$ cat config.mk
export PLATFORM = sky130hd
export DESIGN_NAME = csfr_walk
export DESIGN_NICKNAME = d
export VERILOG_FILES = /design/src/rtl/core/csfr_pkg.sv /design/src/rtl/core/csfr_walk.sv
export SDC_FILE = /design/constraint.sdc
export NUM_CORES = 1
export LEC_CHECK = 0
export ABC_CLOCK_PERIOD_IN_PS = 9600
export BUFFER_PORTS_ARGS = -buffer_cell sky130_fd_sc_hd__buf_4
export CORE_UTILIZATION = 30
export CTS_BUF_LIST = sky130_fd_sc_hd__clkbuf_4
export CTS_CLUSTER_SIZE = 25
export DETAILED_ROUTE_END_ITERATION = 6
export PLACE_DENSITY = 0.48
export SYNTH_ARGS = -nofsm -noshare
export SYNTH_HDL_FRONTEND = slang
export SYNTH_SLANG_ARGS = --single-unit
export TNS_END_PERCENT = 5
$ cat constraint.sdc
create_clock -name i_clk -period 9.6 [get_ports i_clk]
set_input_delay 0.96 -clock i_clk [delete_from_list [all_inputs] [get_ports i_clk]]
set_output_delay 0.96 -clock i_clk [all_outputs]
set_load 0.02 [all_outputs]
$ cat src/rtl/core/csfr_pkg.sv
package csfr_pkg;

    // Store geometry.
    localparam int LAYER_WIDTH  = 64;
    localparam int LAYER_HEIGHT = 64;
    localparam int DEPTH        = LAYER_WIDTH * LAYER_HEIGHT;
    localparam int XW           = $clog2(LAYER_WIDTH);
    localparam int YW           = $clog2(LAYER_HEIGHT);
    localparam int AW           = $clog2(DEPTH);

    // Field widths of the command and result beats.
    localparam int MODE_W = 2;
    localparam int POS_W  = 12;
    localparam int SIZE_W = 13;
    localparam int RAD_W  = 11;
    localparam int VAL_W  = 32;
    localparam int CNT_W  = 13;

    // Signed width for corner and bound arithmetic before clamping.
    localparam int CW = 16;

    // Largest distance from a pixel to a circle center, and the width of its square.
    localparam int DIST_MAX = (LAYER_WIDTH > LAYER_HEIGHT ? LAYER_WIDTH : LAYER_HEIGHT)
                              + (1 << (POS_W - 1));
    localparam int SQ_W     = 2 * $clog2(DIST_MAX);

    localparam logic [MODE_W-1:0] MODE_RECT   = 2'd0;
    localparam logic [MODE_W-1:0] MODE_CIRCLE = 2'd1;
    localparam logic [MODE_W-1:0] MODE_READ   = 2'd2;

    typedef struct packed {
        logic [MODE_W-1:0]       mode;
        logic signed [POS_W-1:0] pos_x;
        logic signed [POS_W-1:0] pos_y;
        logic [SIZE_W-1:0]       size_w;
        logic [SIZE_W-1:0]       size_h;
        logic [RAD_W-1:0]        radius;
        logic [VAL_W-1:0]        fill_value;
    } t_cmd;

    typedef struct packed {
        logic [VAL_W-1:0] read_value;
        logic [CNT_W-1:0] pixels_written;
    } t_res;

    typedef struct packed {
        logic             we;
        logic [AW-1:0]    addr;
        logic [VAL_W-1:0] data;
    } t_wr_req;

    typedef struct packed {
        logic          re;
        logic [AW-1:0] addr;
    } t_rd_req;

    function automatic logic [XW-1:0] clamp_x(logic signed [CW-1:0] v);
        if (v < $signed(CW'(0))) begin
            clamp_x = '0;
        end else if (v > $signed(CW'(LAYER_WIDTH - 1))) begin
            clamp_x = XW'(LAYER_WIDTH - 1);
        end else begin
            clamp_x = v[XW-1:0];
        end
    endfunction

    function automatic logic [YW-1:0] clamp_y(logic signed [CW-1:0] v);
        if (v < $signed(CW'(0))) begin
            clamp_y = '0;
        end else if (v > $signed(CW'(LAYER_HEIGHT - 1))) begin
            clamp_y = YW'(LAYER_HEIGHT - 1);
        end else begin
            clamp_y = v[YW-1:0];
        end
    endfunction

    // Row-major word address of a pixel.
    function automatic logic [AW-1:0] pix_addr(logic [YW-1:0] y, logic [XW-1:0] x);
        pix_addr = AW'(AW'(y) * AW'(LAYER_WIDTH) + AW'(x));
    endfunction

endpackage

$ cat src/rtl/core/csfr_walk.sv
module csfr_walk (
    input  logic                            i_clk,
    input  logic                            i_rst_n,
    input  logic                            i_cmd_valid,
    input  csfr_pkg::t_cmd                  i_cmd,
    output logic                            o_cmd_ready,
    output logic                            o_done,
    output csfr_pkg::t_res                  o_res,
    input  logic                            i_slot_free,
    output csfr_pkg::t_wr_req               o_wr,
    output csfr_pkg::t_rd_req               o_rd,
    input  logic [csfr_pkg::VAL_W-1:0]      i_rdata
);

    typedef enum logic [6:0] {
        S_CLEAR = 7'b0000001,
        S_IDLE  = 7'b0000010,
        S_SETUP = 7'b0000100,
        S_SCAN  = 7'b0001000,
        S_DRAIN = 7'b0010000,
        S_READ  = 7'b0100000,
        S_DONE  = 7'b1000000
    } t_state;

    t_state                             r_state, n_state;
    logic [csfr_pkg::AW-1:0]            r_clr_addr;
    csfr_pkg::t_cmd                     r_cmd;
    logic [csfr_pkg::XW-1:0]            r_x, r_x0, r_x1;
    logic [csfr_pkg::YW-1:0]            r_y, r_y1;
    logic [csfr_pkg::SQ_W-1:0]          r_r2;
    logic                               r_a_valid;
    logic [csfr_pkg::AW-1:0]            r_a_addr;
    logic [csfr_pkg::SQ_W-1:0]          r_a_dx2, r_a_dy2;
    logic [csfr_pkg::CNT_W-1:0]         r_count;
    logic [csfr_pkg::VAL_W-1:0]         r_rdata;

    logic signed [csfr_pkg::CW-1:0]     s_px, s_py, s_r, s_w, s_h;
    logic signed [csfr_pkg::CW-1:0]     s_rx_end, s_ry_end;
    logic [csfr_pkg::XW-1:0]            rx0, bx0, bx1;
    logic [csfr_pkg::YW-1:0]            ry0, by0, by1;
    logic                               rect_empty;
    logic                               last_px;
    logic signed [csfr_pkg::CW-1:0]     dx, dy;
    logic signed [2*csfr_pkg::CW-1:0]   dx_prod, dy_prod;
    logic [csfr_pkg::SQ_W:0]            dist_sum;
    logic                               hit;

    // Command fields widened for bound arithmetic.
    assign s_px = {{(csfr_pkg::CW - csfr_pkg::POS_W){r_cmd.pos_x[csfr_pkg::POS_W-1]}},
                   r_cmd.pos_x};
    assign s_py = {{(csfr_pkg::CW - csfr_pkg::POS_W){r_cmd.pos_y[csfr_pkg::POS_W-1]}},
                   r_cmd.pos_y};
    assign s_r  = $signed(csfr_pkg::CW'(r_cmd.radius));
    assign s_w  = $signed(csfr_pkg::CW'(r_cmd.size_w));
    assign s_h  = $signed(csfr_pkg::CW'(r_cmd.size_h));

    // The far rectangle edge is measured from the already clamped corner.
    assign rx0      = csfr_pkg::clamp_x(s_px);
    assign ry0      = csfr_pkg::clamp_y(s_py);
    assign s_rx_end = $signed(csfr_pkg::CW'(rx0)) + s_w - $signed(csfr_pkg::CW'(1));
    assign s_ry_end = $signed(csfr_pkg::CW'(ry0)) + s_h - $signed(csfr_pkg::CW'(1));

    always_comb begin
        if (r_cmd.mode == csfr_pkg::MODE_RECT) begin
            bx0 = rx0;
            by0 = ry0;
            bx1 = csfr_pkg::clamp_x(s_rx_end);
            by1 = csfr_pkg::clamp_y(s_ry_end);
        end else begin
            bx0 = csfr_pkg::clamp_x(s_px - s_r);
            by0 = csfr_pkg::clamp_y(s_py - s_r);
            bx1 = csfr_pkg::clamp_x(s_px + s_r);
            by1 = csfr_pkg::clamp_y(s_py + s_r);
        end
    end

    assign rect_empty = (r_cmd.size_w == '0) || (r_cmd.size_h == '0);
    assign last_px    = (r_x == r_x1) && (r_y == r_y1);

    // First pipe stage: offsets from the center, squared.
    assign dx      = $signed(csfr_pkg::CW'(r_x)) - s_px;
    assign dy      = $signed(csfr_pkg::CW'(r_y)) - s_py;
    assign dx_prod = dx * dx;
    assign dy_prod = dy * dy;

    // Second pipe stage: distance test and write.
    assign dist_sum = {1'b0, r_a_dx2} + {1'b0, r_a_dy2};
    assign hit      = r_a_valid &&
                      ((r_cmd.mode == csfr_pkg::MODE_RECT) || (dist_sum <= {1'b0, r_r2}));

    always_comb begin
        if (r_state == S_CLEAR) begin
            o_wr.we   = 1'b1;
            o_wr.addr = r_clr_addr;
            o_wr.data = '0;
        end else begin
            o_wr.we   = hit;
            o_wr.addr = r_a_addr;
            o_wr.data = r_cmd.fill_value;
        end
    end

    assign o_rd.re   = (r_state == S_SETUP) && (r_cmd.mode == csfr_pkg::MODE_READ);
    assign o_rd.addr = csfr_pkg::pix_addr(ry0, rx0);

    always_comb begin
        n_state = r_state;
        case (r_state)
            S_CLEAR: begin
                if (r_clr_addr == csfr_pkg::AW'(csfr_pkg::DEPTH - 1)) begin
                    n_state = S_IDLE;
                end
            end
            S_IDLE: begin
                if (i_cmd_valid) begin
                    n_state = S_SETUP;
                end
            end
            S_SETUP: begin
                case (r_cmd.mode)
                    csfr_pkg::MODE_RECT:   n_state = rect_empty ? S_DONE : S_SCAN;
                    csfr_pkg::MODE_CIRCLE: n_state = S_SCAN;
                    csfr_pkg::MODE_READ:   n_state = S_READ;
                    default:               n_state = S_DONE;
                endcase
            end
            S_SCAN: begin
                if (last_px) begin
                    n_state = S_DRAIN;
                end
            end
            S_DRAIN: n_state = S_DONE;
            S_READ:  n_state = S_DONE;
            S_DONE: begin
                if (i_slot_free) begin
                    n_state = S_IDLE;
                end
            end
            default: n_state = S_IDLE;
        endcase
    end

    always_ff @(posedge i_clk) begin
        if (!i_rst_n) begin
            r_state    <= S_CLEAR;
            r_clr_addr <= '0;
            r_a_valid  <= 1'b0;
        end else begin
            r_state    <= n_state;
            r_clr_addr <= r_clr_addr + 1'b1;
            r_a_valid  <= (r_state == S_SCAN);
        end
    end

    always_ff @(posedge i_clk) begin
        r_a_addr <= csfr_pkg::pix_addr(r_y, r_x);
        r_a_dx2  <= dx_prod[csfr_pkg::SQ_W-1:0];
        r_a_dy2  <= dy_prod[csfr_pkg::SQ_W-1:0];

        if (hit && (r_count != '1)) begin
            r_count <= r_count + 1'b1;
        end

        case (r_state)
            S_IDLE: begin
                r_cmd   <= i_cmd;
                r_count <= '0;
                r_rdata <= '0;
            end
            S_SETUP: begin
                r_x  <= bx0;
                r_x0 <= bx0;
                r_x1 <= bx1;
                r_y  <= by0;
                r_y1 <= by1;
                r_r2 <= csfr_pkg::SQ_W'(r_cmd.radius) * csfr_pkg::SQ_W'(r_cmd.radius);
            end
            S_SCAN: begin
                if (r_x == r_x1) begin
                    r_x <= r_x0;
                    r_y <= r_y + 1'b1;
                end else begin
                    r_x <= r_x + 1'b1;
                end
            end
            S_READ: begin
                r_rdata <= i_rdata;
            end
            default: begin
            end
        endcase
    end

    assign o_cmd_ready          = (r_state == S_IDLE);
    assign o_done               = (r_state == S_DONE);
    assign o_res.read_value     = r_rdata;
    assign o_res.pixels_written = r_count;

endmodule

==> results <==
- VDD sags by at most 0.160 mV.
- The required arrival time at the worst endpoint is 10,390 ps.
- The area fraction of the dominant cell type after synthesis is 23.2%.
- The type of the setup path with the least slack is reg2reg.
- The chip height is 312 µm.
- The most common flop cell mapped by yosys is edfxtp_1.
- The cell at the root of the clock tree is clkbuf_4.
- Summing the areas of all fa, ha and maj instances in the mapped netlist gives 37.7% of the synthesized area.
- The net count of the finished layout is 4,116.
- The number of synthesized flops with an enable pin is 178.
- The reported leakage power is 15.9 nW.
- The post-cts resize count is 0.
- The worst setup path is captured at a flop.
- The number of clock sinks is 269.
- In the final timing run, aggregate negative setup slack is 0 ps.
- The power density normalized to cell area is 217 nW/µm².
- In this run the deepest clock path goes through 3 buffers.
- The final wirelength is 76,500 µm.
- Derived from the worst setup path, the maximum achievable clock frequency is 112 MHz.
- Setup violations remaining at the end of the flow were counted as 0.
- The actual transition at the worst max-transition pin is 1230 ps.
- Of the total synthesized cell area, the portion taken by AND, OR, NAND and NOR gates is 13.1%.
- The initial antenna violation count was 5.
- The overall routing resource usage is 15.8%.
- Setup repair after global routing left no endpoint under its margin.
- After the first detailed-routing iteration, the DRC count stood at 994.
- Leaving out fill and tap cells, the most frequent cell in the layout is inv_1.
- The number of max-slew violations in the final report is 0.
- For this configuration, the core starts out at a cell density of 30.3%.
- By area the synthesized netlist is led by fa_1, edfxtp_1, ha_1, inv_1, dfxtp_1.
- Leaving out fill and tap cells, the most frequent cells in the layout are inv_1, ha_1, fa_1.
- Timing analysis after detailed placement gives a worst setup slack of 850 ps.
- Across the run, the number of max-cap violations was 0.
- The post-synthesis instance area is 28,900 µm².
- The count of unique library cells instantiated by Yosys is 65.
- The remaining global-route overflow is 0.
- STA classifies the critical path startpoint as a flop.
- Summing the sequential cell areas from Yosys gives 24.8% of the chip area.
- TritonCTS built the clock tree.
- In this run the post-CTS setup repair buffer count came out at 0.
- The largest net degree at the start of global routing is 61.
- The largest single stage delay on the critical path is 730 ps.
- Synthesis inferred 269 register bits.
- The worst path uses 93.0% of the clock period.
- The number of cells produced by synthesis is 3,001.
- The placeable core region is 95,200 µm².
- The run finished with clean final reports.
- In this run the remaining antenna-violating nets after routing total 0.
- The number of clock buffers added by TritonCTS is 82.
- Compared with the post-synthesis result, the final layout area differs by 15.9%.
- The dominant cell type by area after synthesis is fa_1.
- The final hold violation count is 0.
- The Yosys step of the flow raised 0 warnings.
- The number of hold buffers added after CTS was 0.
- Routability-driven placement finished with a final weighted congestion of 0.857.
- The number of nets in the synthesized netlist is 3,802.
- After detailed routing, the number of remaining DRC violations is 0.
- After clock tree synthesis, the clock-pin slew on the worst setup and hold paths is 70 ps.
- The path class of the tightest hold or removal check is in2reg.
- The die covers 97,400 µm².
- Setup slack on the critical path of the routed design comes to 672 ps.
- The first global-routing pass estimated 121,000 µm of wire.
- 236 I/O pins were placed.
- The number of global-route vias before repair is 21.8k.
- The critical-path cell with the highest stage delay is o41ai_1.
- The number of rows created at floorplan is 113.
- The post-route clock skew is 70.3 ps.
- The number of levels in the clock H-tree is 3.
- The complex-gate fraction of the synthesized area is 9.18%.
- Summing the areas of all xor and xnor instances in the mapped netlist gives 5.92% of the synthesized area.
- The number of detailed-routing iterations run before antenna repair is 7.
- For the worst setup path, the data arrival time is 9720 ps.
- The ratio of cells with drive above 1 in the final layout is 13.2%.
- In this run the tool buffered the top-level ports with 235 buffer cells.
- After detailed routing, the average wire length per cell comes to 16.4 µm.
- The width of the chip is 312 µm.
- The worst slew slack as a fraction of its limit is 17.5%.
- For this block, the via count after detailed routing is 21.2k.
- The later pin in the worst-skew pair is clocked with a latency of 870 ps.
- By area, the combinational part of the netlist is dominated by adder cells.
- The final critical-path required period is 8930 ps.
- The share of async-settable or async-resettable flops after synthesis is 0%.
- The biggest fanout along the worst timing path is 8.
- The per-instance average area after synthesis is 9.61 µm².
- Multiplexer cells account for 1.01% of the synthesized area.
- Once detailed placement completed, the half-perimeter wirelength came to 62,500 µm.
- The average vias per placed instance is 4.55.
[metal layers]
metal / track usage [%] / up-vias / part of all wire [%] / wire length [µm]
met2: 27.5 / 366 / 49 / 37500
met4: 3.98 / 0 / 1.8 / 1370
li1: - / 10500 / - / -
met5: 0 / - / 0 / 0
met1: 20.6 / 10200 / 46 / 34900
met3: 2.29 / 88 / 3.6 / 2770
[cell usage after synthesis (47+ instances only)]
library cell,count
xor2_1,49
nor2_1,235
a21oi_1,127
nor3_1,47
inv_1,579
nand2_1,219
o21ai_0,89
nand3_1,49
xnor2_1,146
edfxtp_1,178
dfxtp_1,91
ha_1,336
fa_1,334
and2_1,85
[where the power goes]
group          switching [mW]  total, mW  internal (mW)  leakage (nW)
clock network           0.563       1.22          0.654         0.657
registers              0.0591       1.47           1.41          2.33
logic                    2.51       4.59           2.08          12.9
[kinds of logic (layout without fill, tap and decap cells)]
family                     after synthesis  in the layout
xor gates and xnor gates               195            195
adders and majority gates              670            670
DFF                                    269            269
buffers and inverters                  631           1010
muxes                                   27             27
AOI/OAI and AO/OA                      413            413
and+or+nand+nor                        795            795
other                                    1              7
[path summary, 6_finish.rpt]
check | from | end | slack, ps | cells after the start
setup / recovery | r_cmd[70] | r_a_dy2[21] | 670 | 30
setup reg to reg | r_cmd[70] | r_a_dy2[21] | 670 | 30
hold / removal | i_cmd[80] | r_cmd[80] | 260 | 1
hold reg to reg | r_clr_addr[0] | r_clr_addr[0] | 490 | 1
[state kept, by name, indices dropped and copies added, names as in the netlist]
name        flops
r_y             6
r_a_dx2        23
r_a_valid       1
r_cmd          95
r_x             6
r_rdata        32
r_clr_addr     12
r_count        13
r_state         7
r_x1            6
r_a_dy2        23
r_a_addr       12
r_x0            6
r_r2           21
r_y1            6
[layout make-up]
cell class,count,area [µm²]
Inverter,595,2240
Antenna cell,6,15.0
Timing Repair Buffer,266,2000
Multi-Input combinational cell,2101,19300
Clock buffer,119,893
Tap cell,1265,1580
Sequential cell,269,7170
Clock inverter,30,219
Fill cell,9777,61700
[worst max-delay path: cells and delay by family (launching register included)]
kind,cells,cell delay [ps]
AND/OR/NAND/NOR,4,790
adder cells (fa/ha/maj),8,3430
AO/OA/AOI/OAI,9,2710
buffers and inverters,6,720
XOR/XNOR,3,670
flip-flops,1,540
[stage by stage]
step	utilization, %	total power [mW]	cell area [µm²]	hold WS, ps	std cells
2_1_floorplan	-	5.03	28900	432	3001
3_5_place_dp	34.0	6.11	32300	494	4496
3_3_place_gp	34.0	6.13	32300	493	4496
5_1_grt	35.1	8.10	33400	205	4650
4_1_cts	35.1	7.41	33400	165	4645
6_report	35.1	7.27	33400	265	4651
No activity file was read; power rests on OpenSTA's default activity.
